**config.mk**
```make
export PLATFORM = sky130hd
export DESIGN_NAME = j1939_can_rx_filter_reassembler_top
export DESIGN_NICKNAME = d
export VERILOG_FILES = /design/src/sv/jcrf_pkg.sv /design/src/sv/jcrf_csr.sv /design/src/sv/jcrf_in_stage.sv /design/src/sv/jcrf_engine.sv /design/src/sv/j1939_can_rx_filter_reassembler_top.sv
export SDC_FILE = /design/constraint.sdc
export NUM_CORES = 1
export LEC_CHECK = 0
export ABC_CLOCK_PERIOD_IN_PS = 10000
export BUFFER_PORTS_ARGS = -buffer_cell sky130_fd_sc_hd__buf_2
export CAP_MARGIN = 0
export CORE_ASPECT_RATIO = 0.6
export CORE_MARGIN = 2
export CORE_UTILIZATION = 40
export CTS_CLUSTER_DIAMETER = 50
export CTS_CLUSTER_SIZE = 20
export DETAILED_ROUTE_END_ITERATION = 16
export PLACE_DENSITY_LB_ADDON = 0.1
export SKIP_CTS_REPAIR_TIMING = 1
export SYNTH_ARGS = -nofsm -noshare
export SYNTH_HDL_FRONTEND = slang
export SYNTH_SLANG_ARGS = --single-unit
```
**constraint.sdc**
```tcl
create_clock -name clock -period 10 [get_ports clock]
set_input_delay 0 -clock clock [delete_from_list [all_inputs] [get_ports clock]]
set_output_delay 0 -clock clock [all_outputs]
set_load 0.03 [all_outputs]
```
**src/sv/jcrf_pkg.sv**
```systemverilog
// jcrf_pkg: shared types and constants of the J1939 receive filter.
// Used by every module of the block; depends on nothing.
package jcrf_pkg;

   // Configuration register indexes
   localparam int unsigned CsrIdxW = 2;
   localparam logic [CsrIdxW-1:0] CSR_TARGET_PGN     = 2'd0;
   localparam logic [CsrIdxW-1:0] CSR_STAMP_INTERVAL = 2'd1;
   localparam logic [CsrIdxW-1:0] CSR_COMM_TIMEOUT   = 2'd2;
   localparam int unsigned CsrDataW = 16;

   // Configuration reset values
   localparam logic [15:0] TARGET_PGN_RST     = 16'd65340;
   localparam logic [7:0]  STAMP_INTERVAL_RST = 8'd100;
   localparam logic [15:0] COMM_TIMEOUT_RST   = 16'd1000;

   // Segments held by the local reassembly buffer
   localparam logic [7:0] MAX_SEGMENTS = 8'd11;

   // Listed source addresses
   localparam logic [7:0] SA_0 = 8'd71;
   localparam logic [7:0] SA_1 = 8'd23;
   localparam logic [7:0] SA_2 = 8'd29;
   localparam logic [7:0] SA_3 = 8'd228;
   localparam logic [7:0] SA_4 = 8'd221;
   localparam logic [7:0] SA_5 = 8'h4a;
   localparam logic [7:0] SA_6 = 8'hf4;

   // PDU format and specific codes
   localparam logic [7:0] PF_PROP_B  = 8'd255;
   localparam logic [7:0] PF_BCAST   = 8'd254;
   localparam logic [7:0] PF_PROP_A  = 8'd239;
   localparam logic [7:0] PF_TP_DT   = 8'd235;
   localparam logic [7:0] PF_TP_CM   = 8'd236;
   localparam logic [7:0] PS_MONITOR = 8'd251;
   localparam logic [7:0] PS_BUZZ_1  = 8'd153;
   localparam logic [7:0] PS_BUZZ_2  = 8'd170;
   localparam logic [7:0] PS_GLOBAL  = 8'd255;
   localparam logic [7:0] PS_TP_DEST = 8'h28;
   localparam logic [7:0] TP_CTRL_BAM = 8'd32;

   // Mirrored identifiers and selector codes
   localparam logic [28:0] ID_RELAY = 29'h18fff7dd;
   localparam logic [28:0] ID_HYD   = 29'h18ffede4;
   localparam logic [28:0] ID_AUTO  = 29'h18ffec47;
   localparam logic [28:0] ID_LAMP  = 29'h18ff9447;

   typedef enum logic [2:0] {
      MIRROR_NONE  = 3'd0,
      MIRROR_RELAY = 3'd1,
      MIRROR_HYD   = 3'd2,
      MIRROR_AUTO  = 3'd3,
      MIRROR_LAMP  = 3'd4
   } mirror_type;

   localparam logic OP_FRAME = 1'b0;
   localparam logic OP_TICK  = 1'b1;

   typedef struct packed {
      logic        op;
      logic [28:0] ext_id;
      logic [31:0] data_low;
      logic [31:0] data_high;
   } item_type;

   typedef struct packed {
      logic [15:0] target_pgn;
      logic [7:0]  stamp_interval;
      logic [15:0] comm_timeout;
   } cfg_type;

   typedef struct packed {
      logic        accepted;
      logic        forward;
      mirror_type  mirror_sel;
      logic        stamp_due;
      logic        monitor_reset;
      logic        buzzer_update;
      logic        buzzer_active;
      logic        seg_write;
      logic [6:0]  seg_offset;
      logic [55:0] seg_data;
      logic        message_done;
      logic        comm_lost;
   } result_type;

   function automatic mirror_type mirror_of(input logic [28:0] id);
      mirror_type m;
      unique case (id)
         ID_RELAY: m = MIRROR_RELAY;
         ID_HYD:   m = MIRROR_HYD;
         ID_AUTO:  m = MIRROR_AUTO;
         ID_LAMP:  m = MIRROR_LAMP;
         default:  m = MIRROR_NONE;
      endcase
      return m;
   endfunction

   function automatic logic source_listed(input logic [7:0] sa);
      return (sa == SA_0) || (sa == SA_1) || (sa == SA_2) || (sa == SA_3) ||
             (sa == SA_4) || (sa == SA_5) || (sa == SA_6);
   endfunction

endpackage

```
**src/sv/jcrf_csr.sv**
```systemverilog
// jcrf_csr: configuration registers written through the csr port.
// Depends on jcrf_pkg.
module jcrf_csr
   import jcrf_pkg::*;
(
   input  logic                clock,
   input  logic                reset,
   input  logic                csr_we,
   input  logic [CsrIdxW-1:0]  csr_index,
   input  logic [CsrDataW-1:0] csr_wdata,
   output cfg_type             cfg
);

   cfg_type cfg_ff, cfg_in;

   // Decode the register index and load the addressed field
   always_comb begin
      cfg_in = cfg_ff;
      if (csr_we) begin
         unique case (csr_index)
            CSR_TARGET_PGN:     cfg_in.target_pgn     = csr_wdata;
            CSR_STAMP_INTERVAL: cfg_in.stamp_interval = csr_wdata[7:0];
            CSR_COMM_TIMEOUT:   cfg_in.comm_timeout   = csr_wdata;
            default:            cfg_in = cfg_ff;
         endcase
      end
   end

   always_ff @(posedge clock) begin
      if (reset) begin
         cfg_ff.target_pgn     <= TARGET_PGN_RST;
         cfg_ff.stamp_interval <= STAMP_INTERVAL_RST;
         cfg_ff.comm_timeout   <= COMM_TIMEOUT_RST;
      end else begin
         cfg_ff <= cfg_in;
      end
   end

   assign cfg = cfg_ff;

endmodule

```
**src/sv/jcrf_in_stage.sv**
```systemverilog
// jcrf_in_stage: input register of the request channel.
// Depends on jcrf_pkg.
module jcrf_in_stage
   import jcrf_pkg::*;
(
   input  logic     clock,
   input  logic     reset,
   input  logic     req_valid,
   output logic     req_ready,
   input  item_type req_item,
   output logic     stage_valid,
   input  logic     stage_take,
   output item_type stage_item
);

   logic     valid_ff, valid_in;
   item_type item_ff;

   // Accept when empty or when the held item moves on this cycle
   assign req_ready = !valid_ff || stage_take;

   always_comb begin
      valid_in = valid_ff;
      if (req_ready) valid_in = req_valid;
   end

   always_ff @(posedge clock) begin
      if (reset) begin
         valid_ff <= 1'b0;
      end else begin
         valid_ff <= valid_in;
      end
   end

   // Hold the payload until the next transfer
   always_ff @(posedge clock) begin
      if (req_valid && req_ready) item_ff <= req_item;
   end

   assign stage_valid = valid_ff;
   assign stage_item  = item_ff;

endmodule

```
**src/sv/jcrf_engine.sv**
```systemverilog
// jcrf_engine: filter, sort and reassembly logic with its state registers.
// Depends on jcrf_pkg.
module jcrf_engine
   import jcrf_pkg::*;
(
   input  logic       clock,
   input  logic       reset,
   input  cfg_type    cfg,
   input  logic       fire,
   input  item_type   item,
   output result_type result
);

   logic [7:0]  stamp_count_ff, stamp_count_in;
   logic [15:0] pending_pgn_ff, pending_pgn_in;
   logic [7:0]  total_packets_ff, total_packets_in;
   logic [1:0]  buzzer_one_ff, buzzer_one_in;
   logic [1:0]  buzzer_two_ff, buzzer_two_in;
   logic [16:0] silence_ff, silence_in;

   logic [7:0]  pf, ps, sa, seq, stamp_inc, seq_m1;
   logic [16:0] silence_inc;
   logic        clear_silence, is_bcast, is_tp;
   result_type  r;

   assign pf  = item.ext_id[23:16];
   assign ps  = item.ext_id[15:8];
   assign sa  = item.ext_id[7:0];
   assign seq = item.data_low[7:0];
   assign seq_m1      = seq - 8'd1;
   assign stamp_inc   = stamp_count_ff + 8'd1;
   assign silence_inc = silence_ff + 17'd1;
   assign is_bcast = (pf == PF_BCAST) || (pf == PF_PROP_B) || (pf == PF_PROP_A);
   assign is_tp    = ((pf == PF_TP_DT) || (pf == PF_TP_CM)) &&
                     ((ps == PS_GLOBAL) || (ps == PS_TP_DEST));

   // Work out the result and the next state for the item in hand
   always_comb begin
      r                = '0;
      stamp_count_in   = stamp_count_ff;
      pending_pgn_in   = pending_pgn_ff;
      total_packets_in = total_packets_ff;
      buzzer_one_in    = buzzer_one_ff;
      buzzer_two_in    = buzzer_two_ff;
      silence_in       = silence_ff;
      clear_silence    = 1'b1;

      if (item.op == OP_TICK) begin
         // Count ticks, saturating one past the timeout
         silence_in = silence_inc;
         if (silence_inc >= {1'b0, cfg.comm_timeout})
            silence_in = {1'b0, cfg.comm_timeout} + 17'd1;
      end else if (source_listed(sa)) begin
         r.accepted = 1'b1;
         stamp_count_in = stamp_inc;
         if (stamp_inc >= cfg.stamp_interval) begin
            stamp_count_in = '0;
            r.stamp_due    = 1'b1;
         end
         if (is_bcast) begin
            if (ps == PS_MONITOR) begin
               r.monitor_reset = 1'b1;
            end else begin
               if (ps == PS_BUZZ_1) begin
                  buzzer_one_in   = item.data_high[29:28];
                  r.buzzer_update = 1'b1;
               end else if (ps == PS_BUZZ_2) begin
                  buzzer_two_in   = item.data_low[3:2];
                  r.buzzer_update = 1'b1;
               end
               r.forward    = 1'b1;
               r.mirror_sel = mirror_of(item.ext_id);
            end
         end else if (is_tp) begin
            if ((pf == PF_TP_CM) && (item.data_low[7:0] == TP_CTRL_BAM)) begin
               // Announcement: open a transfer
               pending_pgn_in = item.data_high[23:8];
               if (item.data_high[23:8] == cfg.target_pgn) begin
                  total_packets_in = item.data_low[31:24];
               end else begin
                  r.forward    = 1'b1;
                  r.mirror_sel = mirror_of(item.ext_id);
               end
               clear_silence = 1'b0;
            end else if ((pending_pgn_ff != '0) && (pf == PF_TP_DT)) begin
               if (pending_pgn_ff == cfg.target_pgn) begin
                  // Data packet of the local PGN: emit a segment write for a sequence within the buffer
                  if ((seq != '0) && (seq <= MAX_SEGMENTS)) begin
                     r.seg_write  = 1'b1;
                     r.seg_offset = seq_m1[6:0] * 7'd7;
                     r.seg_data   = {item.data_high, item.data_low[31:8]};
                  end
                  if (seq == total_packets_ff) begin
                     pending_pgn_in   = '0;
                     total_packets_in = '0;
                     r.message_done   = 1'b1;
                  end
               end else begin
                  r.forward    = 1'b1;
                  r.mirror_sel = mirror_of(item.ext_id);
               end
            end
         end
         if (clear_silence) silence_in = '0;
      end

      r.buzzer_active = (buzzer_one_in == 2'd1) || (buzzer_two_in == 2'd1);
      r.comm_lost     = silence_in >= {1'b0, cfg.comm_timeout};
   end

   // Commit the state when the item moves to the result register
   always_ff @(posedge clock) begin
      if (reset) begin
         stamp_count_ff   <= '0;
         pending_pgn_ff   <= '0;
         total_packets_ff <= '0;
         buzzer_one_ff    <= '0;
         buzzer_two_ff    <= '0;
         silence_ff       <= '0;
      end else if (fire) begin
         stamp_count_ff   <= stamp_count_in;
         pending_pgn_ff   <= pending_pgn_in;
         total_packets_ff <= total_packets_in;
         buzzer_one_ff    <= buzzer_one_in;
         buzzer_two_ff    <= buzzer_two_in;
         silence_ff       <= silence_in;
      end
   end

   assign result = r;

endmodule

```
**src/sv/j1939_can_rx_filter_reassembler_top.sv**
```systemverilog
// Channel   | Handshake              | Payload
// req       | req_valid / req_ready  | req_op, req_ext_id, req_data_low, req_data_high
// rsp       | rsp_valid / rsp_ready  | rsp_accepted ... rsp_comm_lost, one per request
// csr       | csr_we (no wait)       | csr_index, csr_wdata
//
// One request per cycle sustained while rsp_ready holds; the input register takes a request
// at its transfer edge and passes it on to the result register once that register is free,
// and rsp_valid rises when the result register is loaded. Synchronous active-high reset clears
// the valid flags and filter state and loads the register defaults. A stalled rsp holds the result
// register; the input register keeps taking requests until it is also full. Depends on jcrf_pkg and its submodules.
module j1939_can_rx_filter_reassembler_top
   import jcrf_pkg::*;
(
   input  logic                clock,
   input  logic                reset,
   input  logic                csr_we,
   input  logic [CsrIdxW-1:0]  csr_index,
   input  logic [CsrDataW-1:0] csr_wdata,
   input  logic                req_valid,
   output logic                req_ready,
   input  logic                req_op,
   input  logic [28:0]         req_ext_id,
   input  logic [31:0]         req_data_low,
   input  logic [31:0]         req_data_high,
   output logic                rsp_valid,
   input  logic                rsp_ready,
   output logic                rsp_accepted,
   output logic                rsp_forward,
   output logic [2:0]          rsp_mirror_sel,
   output logic                rsp_stamp_due,
   output logic                rsp_monitor_reset,
   output logic                rsp_buzzer_update,
   output logic                rsp_buzzer_active,
   output logic                rsp_seg_write,
   output logic [6:0]          rsp_seg_offset,
   output logic [55:0]         rsp_seg_data,
   output logic                rsp_message_done,
   output logic                rsp_comm_lost
);

   cfg_type    cfg;
   item_type   req_item, stage_item;
   logic       stage_valid, fire, out_free;
   logic       rsp_valid_ff, rsp_valid_in;
   result_type result, rsp_ff;

   assign req_item = '{op: req_op, ext_id: req_ext_id,
                       data_low: req_data_low, data_high: req_data_high};

   jcrf_csr u_csr (
      .clock     (clock),
      .reset     (reset),
      .csr_we    (csr_we),
      .csr_index (csr_index),
      .csr_wdata (csr_wdata),
      .cfg       (cfg)
   );

   jcrf_in_stage u_in (
      .clock       (clock),
      .reset       (reset),
      .req_valid   (req_valid),
      .req_ready   (req_ready),
      .req_item    (req_item),
      .stage_valid (stage_valid),
      .stage_take  (fire),
      .stage_item  (stage_item)
   );

   // Advance the held request when the result register is free
   assign out_free = !rsp_valid_ff || rsp_ready;
   assign fire     = stage_valid && out_free;

   jcrf_engine u_engine (
      .clock  (clock),
      .reset  (reset),
      .cfg    (cfg),
      .fire   (fire),
      .item   (stage_item),
      .result (result)
   );

   // Result register
   always_comb begin
      rsp_valid_in = rsp_valid_ff;
      if (out_free) rsp_valid_in = stage_valid;
   end

   always_ff @(posedge clock) begin
      if (reset) begin
         rsp_valid_ff <= 1'b0;
      end else begin
         rsp_valid_ff <= rsp_valid_in;
      end
   end

   always_ff @(posedge clock) begin
      if (fire) rsp_ff <= result;
   end

   assign rsp_valid         = rsp_valid_ff;
   assign rsp_accepted      = rsp_ff.accepted;
   assign rsp_forward       = rsp_ff.forward;
   assign rsp_mirror_sel    = rsp_ff.mirror_sel;
   assign rsp_stamp_due     = rsp_ff.stamp_due;
   assign rsp_monitor_reset = rsp_ff.monitor_reset;
   assign rsp_buzzer_update = rsp_ff.buzzer_update;
   assign rsp_buzzer_active = rsp_ff.buzzer_active;
   assign rsp_seg_write     = rsp_ff.seg_write;
   assign rsp_seg_offset    = rsp_ff.seg_offset;
   assign rsp_seg_data      = rsp_ff.seg_data;
   assign rsp_message_done  = rsp_ff.message_done;
   assign rsp_comm_lost     = rsp_ff.comm_lost;

endmodule

```
Word level (Yosys, flattened, before mapping)

Index checks and enable logic that the tools add are counted.

Input bits: 117
Word-level logic and storage cells: 158
Register bits after elaboration: 264
Output and inout port bits: 77

Bitwise gates (word level): 7
Magnitude comparators: 4
Reduce and logical (&&, ||, !) cells: 38
Multipliers: 1
Equal/unequal tests: 30
Add/sub/neg operators: 4
Mux-type cells: 47

Operator list:

| operator                                                                          | number |
|---|---|
| 29-bit equality test (second input constant)                                      | 4 |
| 8-bit equality test (second input constant)                                       | 12 |
| 17-bit two-way mux                                                                | 4 |
| 16-bit two-way mux                                                                | 4 |
| 64-bit two-way mux                                                                | 1 |
| 8-bit two-way mux                                                                 | 7 |
| 17-bit by 16-bit greater-or-equal comparator with 1-bit output                    | 2 |
| 16-bit equality test                                                              | 2 |
| 4-bit two-way mux                                                                 | 7 |
| 2-bit two-way mux                                                                 | 12 |
| 16-bit by 1-bit adder with 17-bit output (second input constant)                  | 1 |
| 17-bit by 1-bit adder with 17-bit output (second input constant)                  | 1 |
| 8-bit by 5-bit equality test with 1-bit output (second input constant)            | 2 |
| 8-bit by 6-bit equality test with 1-bit output (second input constant)            | 2 |
| 8-bit by 7-bit equality test with 1-bit output (second input constant)            | 2 |
| 16-bit nonzero test                                                               | 1 |
| 1-bit logical OR                                                                  | 13 |
| 3-bit one-hot mux with 4 select lines                                             | 1 |
| 1-bit two-way mux                                                                 | 11 |
| 9-bit AND reduction                                                               | 1 |
| 8-bit by 1-bit adder with 8-bit output (second input constant)                    | 1 |
| 8-bit equality test                                                               | 1 |
| 8-bit greater-or-equal comparator                                                 | 1 |
| 8-bit by 4-bit less-or-equal comparator with 1-bit output (second input constant) | 1 |
| 19 further kinds                                                                  | 37 |

Depth between registers and ports, before layout

Depth in word-level cells: 13
Mapped depth: 21
Depth with buffers taken out: 20

Hierarchy

From an unflattened synthesis, not the netlist that was laid out.

Cell total of the unflattened synthesis: 1065
Area total of the unflattened synthesis: 12683.4 um^2

By module, submodules not included:

| module                              | sequential area each (um^2) | area an instance (um^2) | cells each | times used |
|---|---|---|---|---|
| jcrf_engine                         | 1061.0                      | 5841.9                  | 722        | 1 |
| jcrf_in_stage                       | 2842.7                      | 2877.8                  | 99         | 1 |
| j1939_can_rx_filter_reassembler_top | 2272.2                      | 2307.2                  | 80         | 1 |
| jcrf_csr                            | 800.8                       | 1656.6                  | 164        | 1 |

Worst setup path after synthesis

Ideal clock, no wire load.

Path type: register -> register
Start point: reg u_engine.silence_ff[0]
End point: reg rsp_ff (netlist bit rsp_comm_lost), data pin
Stages on the path, launching flop included: 21
Setup time: 274 ps
Path buffers: 1
Arrival: 4517 ps
Setup slack: 5209 ps
Cell sequence: dfxtp_1 ha_1 nand2_1 nor2_1 and3_1 xor2_1 ha_1 nand4_1 nor3_1 o41a_1 nor4_2 clkbuf_1 mux2_2 a22o_1 ha_1 a21o_1 a21o_1 a211oi_1 a21oi_1 o21ai_0 o211ai_1

RTL lines:

| item                   | RTL line                                  | text |
|---|---|---|
| from (decl)            | jcrf_engine.sv:19                         | `logic [16:0] silence_ff, silence_in;` |
| from (signal assigned) | jcrf_engine.sv:126                        | `silence_ff <= silence_in;` |
| to (signal assigned)   | j1939_can_rx_filter_reassembler_top.sv:98 | `if (fire) rsp_ff <= result;` |
| to (decl)              | j1939_can_rx_filter_reassembler_top.sv:45 | `result_type result, rsp_ff;` |

==> results.sh <==
export IMPL_arrival_ns=5.87
export IMPL_async_flop_share_pct=0
export IMPL_yosysTopAreaCell="edfxtp_1"
export IMPL_start_util_pct=41.1
export IMPL_ys_seq_area_share_pct=56.2
export IMPL_die_area_sq_um=32500
export IMPL_area_growth_pct=27.3
export IMPL_die_h_um=140
export IMPL_min_delay_path_class="in2reg"
export IMPL_fillers=2650
export IMPL_start_kind="flip-flop"
export IMPL_synth_edf_count=169
export IMPL_die_x_um=231
export IMPL_post_place_cells=1633
export IMPL_cpPeakStageDelay_ns=0.53
export IMPL_root_buffer="clkbuf_16"
export IMPL_crit_chain="ha_1 > nand2_1 > nor3_1 > and3_1 > xor2_1 > ha_1 > nand3_1 > nor4_1 > a221o_1 > nor4_4 > buf_4 > mux2_2 > a22o_1 > ha_1 > nor2b_1 > o21a_1 > o21ai_0 > a211o_1 > a21oi_1 > o21ai_0 > o211ai_1"
export IMPL_cts_tree="done"
export IMPL_hpwl_um=23500
export IMPL_critPathKind="reg2reg"
export IMPL_muxShareOfSynthArea_pct=2.87
export IMPL_viasPerCell=5.11
export IMPL_grt_pass1_wl_um=48800
export IMPL_core_area_sq_um=30200
export IMPL_routed_wl_met2_um=13300
export IMPL_drv_cap=0
export IMPL_antenna_found_initial=0
export IMPL_cpLargestDelayFamily="simple AND/OR/NAND/NOR gates"
export IMPL_ir_drop_mv=0.149
export IMPL_syn_area_sq_um=12400
export IMPL_yosysMostFrequentCell="edfxtp_1"
export IMPL_antenna_left=0
export IMPL_status="complete, no violations"
export IMPL_drc=0
export IMPL_fin_skew_ns=0.0242
export IMPL_drv_slew=0
export IMPL_finalCritPeriodShare_pct=55.9
export IMPL_cpMostUsedCell="ha_1"
export IMPL_clockBufferDepth=3
export IMPL_cts_max_level=1
export IMPL_synth_top_cells_by_area="edfxtp_1 41%, dfxtp_1 15%, ha_1 4.8%, xnor2_1 3.4%, and2_1 3.2%"
export IMPL_vias=9149
export IMPL_cts_buffers=25
export IMPL_grt_start_max_net_pins=74
export IMPL_ys_flop_type="edfxtp_1"
export IMPL_top_layer_used="met4"
export IMPL_fin_setup_tns_ns=0
export IMPL_place_port_buffers=193
export IMPL_cpMaxStageDelayCell="nor4_4"
export IMPL_synth_fa_ha_area_share_pct=5.48
export IMPL_ys_warnings_count=0
export IMPL_rows=49
export IMPL_ios=194
export IMPL_synth_seq_cells=264
export IMPL_synth_xor_area_share_pct=6.14
export IMPL_clkTransAtPathRegs_ns=0.08
export IMPL_synth_compound_area_share_pct=9.15
export IMPL_fin_ws_ns=4.41
export IMPL_first_pass_iters=5
export IMPL_cp_data_required_time_ns=10.28
export IMPL_setup_viol=0
export IMPL_synth_cell_types=69
export IMPL_n_antenna_cell=0
export IMPL_maxSlewHeadroom_pct=22.7
export IMPL_instances_no_fill=1792
export IMPL_pre_cts_slack_ns=4.48
export IMPL_clock_sinks=264
export IMPL_met1Wirelength_um=17500
export IMPL_tightestPinTransition_ns=1.15
export IMPL_track_usage_pct=19.5
export IMPL_synth_simple_area_share_pct=17.0
export IMPL_synth_top_cell_area_share_pct=40.9
export IMPL_synthTopCellsByCount="169 x edfxtp_1, 95 x dfxtp_1, 67 x nand2_1, 63 x and2_1, 53 x nor2_1"
export IMPL_power_leakage_nw=6.18
export IMPL_final_nets=1534
export IMPL_p_per_area_nw_per_um2=158
export IMPL_clock_latency_ns=0.56
export IMPL_worstPathMaxFanout=15
export IMPL_gp_congestion=0.895
export IMPL_fmax_ghz=0.179
export IMPL_cp_end_kind="flip-flop"
export IMPL_first_iter_violations=730
export IMPL_synth_top_family_by_area="simple AND/OR/NAND/NOR gates"
export IMPL_drive_above_1_share_pct=20.0
export IMPL_overflow=0
export IMPL_wl_per_cell_um=18.6
export IMPL_syn_inst=1064
export IMPL_rsz0062_at_grt="false"
export IMPL_syn_nets=1233
export IMPL_crit_buf_inv=1
export IMPL_grt_pass1_vias=8144
export IMPL_fin_crit_ns=5.59
export IMPL_drt_wl_total_um=33400
export IMPL_hold_viol_final=0
export IMPL_avgSynthCellArea_sq_um=11.7
export IMPL_dr_wl_met3_um=2250
cell usage in the layout (no fill, tap or decap), types with 4 or more instances in the layout:
cell,instances
buf_2,193
edfxtp_1,169
dlygate4sd3_1,113
dfxtp_1,95
nand2_1,67
and2_1,62
nor2_1,53
a21oi_1,51
xnor2_1,48
ha_1,48
inv_1,47
xor2_1,39
nand4_1,34
a22o_1,26
clkbuf_16,25
nand3_1,23
mux2i_1,21
nand2b_1,19
a211o_1,19
nor2b_1,17
nor4_1,17
o21ai_0,16
nand3b_1,15
nor3_1,13
mux2_2,13
or3_1,12
a21o_1,10
buf_4,10
and3_1,7
a31oi_1,6
o32ai_1,6
inv_6,5
inv_12,5
nand4b_1,4
a311oi_1,4
fa_1,4
per-stage QoR:
| step | instance area [sq um] | util [%] | hold slack (ns) | power, mW |
|---|---|---|---|---|
| after global routing | 15800 | 52.3 | 0.0533 | 2.59 |
| final | 15800 | 52.3 | 0.0436 | 2.50 |
| after detailed placement | 13800 | 45.6 | 0.178 | 1.46 |
| after floorplan | 12400 | - | 0.0989 | 1.38 |
| after global placement | 13800 | 45.6 | 0.176 | 1.46 |
| after CTS | 14700 | 48.6 | -0.414 | 2.49 |
worst reg2reg max path, cell delays in order, from the launching register on:
cell,delay (ns)
dfxtp_1,0.50
ha_1,0.27
nand2_1,0.10
nor3_1,0.44
and3_1,0.25
xor2_1,0.20
ha_1,0.28
nand3_1,0.14
nor4_1,0.07
a221o_1,0.34
nor4_4,0.53
buf_4,0.36
mux2_2,0.38
a22o_1,0.24
ha_1,0.28
nor2b_1,0.13
o21a_1,0.16
o21ai_0,0.15
a211o_1,0.14
a21oi_1,0.05
o21ai_0,0.20
o211ai_1,0.11
path summary, 6_finish.rpt:
| check | from | cells past startpoint | end | slack [ns] |
|---|---|---|---|---|
| setup / recovery | u_engine.silence_ff[0] | 21 | rsp_comm_lost | 4.41 |
| hold / removal | reset | 2 | u_csr.cfg[30] | 0.04 |
| setup reg to reg | u_engine.silence_ff[0] | 21 | rsp_comm_lost | 4.41 |
| hold reg to reg | u_csr.cfg[13] | 2 | u_csr.cfg[13] | 0.47 |
cell type report:
type	instances	area (sq um)	share of cell area, %
Tap cell	408	510	3.23
Clock inverter	19	243	1.54
Clock buffer	27	643	4.07
Timing Repair Buffer	316	2170	13.7
Sequential cell	264	6980	44.1
Multi-Input combinational cell	709	5080	32.1
Inverter	49	185	1.17
cell families after synthesis:
logic type                 Yosys count
and+or+nand+nor                    374
xor gates and xnor gates            87
buffers and inverters               91
adders and majority gates           52
muxes                               34
AOI/OAI and AO/OA                  162
DFF                                264
power by group:
part           total, mW  switching (mW)  internal (mW)  leakage, nW
sequential          1.24          0.0314           1.21         2.35
combinational      0.236           0.132          0.104         3.41
clock               1.03           0.498          0.530        0.430
layer usage:
metal	GRT usage (%)	vias to the layer above
li1	-	4505
met1	31.5	4360
met2	25.5	256
met3	5.11	28
met4	3.60	0
met5	0	-
state kept, by name, indices dropped and copies added, names as in the netlist:
signal	flops
u_engine.buzzer_one_ff	2
u_csr.cfg	40
u_in.stage_item	94
u_engine.stamp_count_ff	8
rsp_forward	1
rsp_valid	1
rsp_stamp_due	1
rsp_seg_data	56
u_engine.total_packets_ff	8
rsp_seg_write	1
rsp_monitor_reset	1
u_engine.pending_pgn_ff	16
rsp_buzzer_active	1
u_engine.silence_ff	17
u_in.stage_valid	1
rsp_message_done	1
rsp_buzzer_update	1
rsp_mirror_sel	3
rsp_accepted	1
rsp_comm_lost	1
rsp_seg_offset	7
u_engine.buzzer_two_ff	2
(Power assumes the default switching activity.)
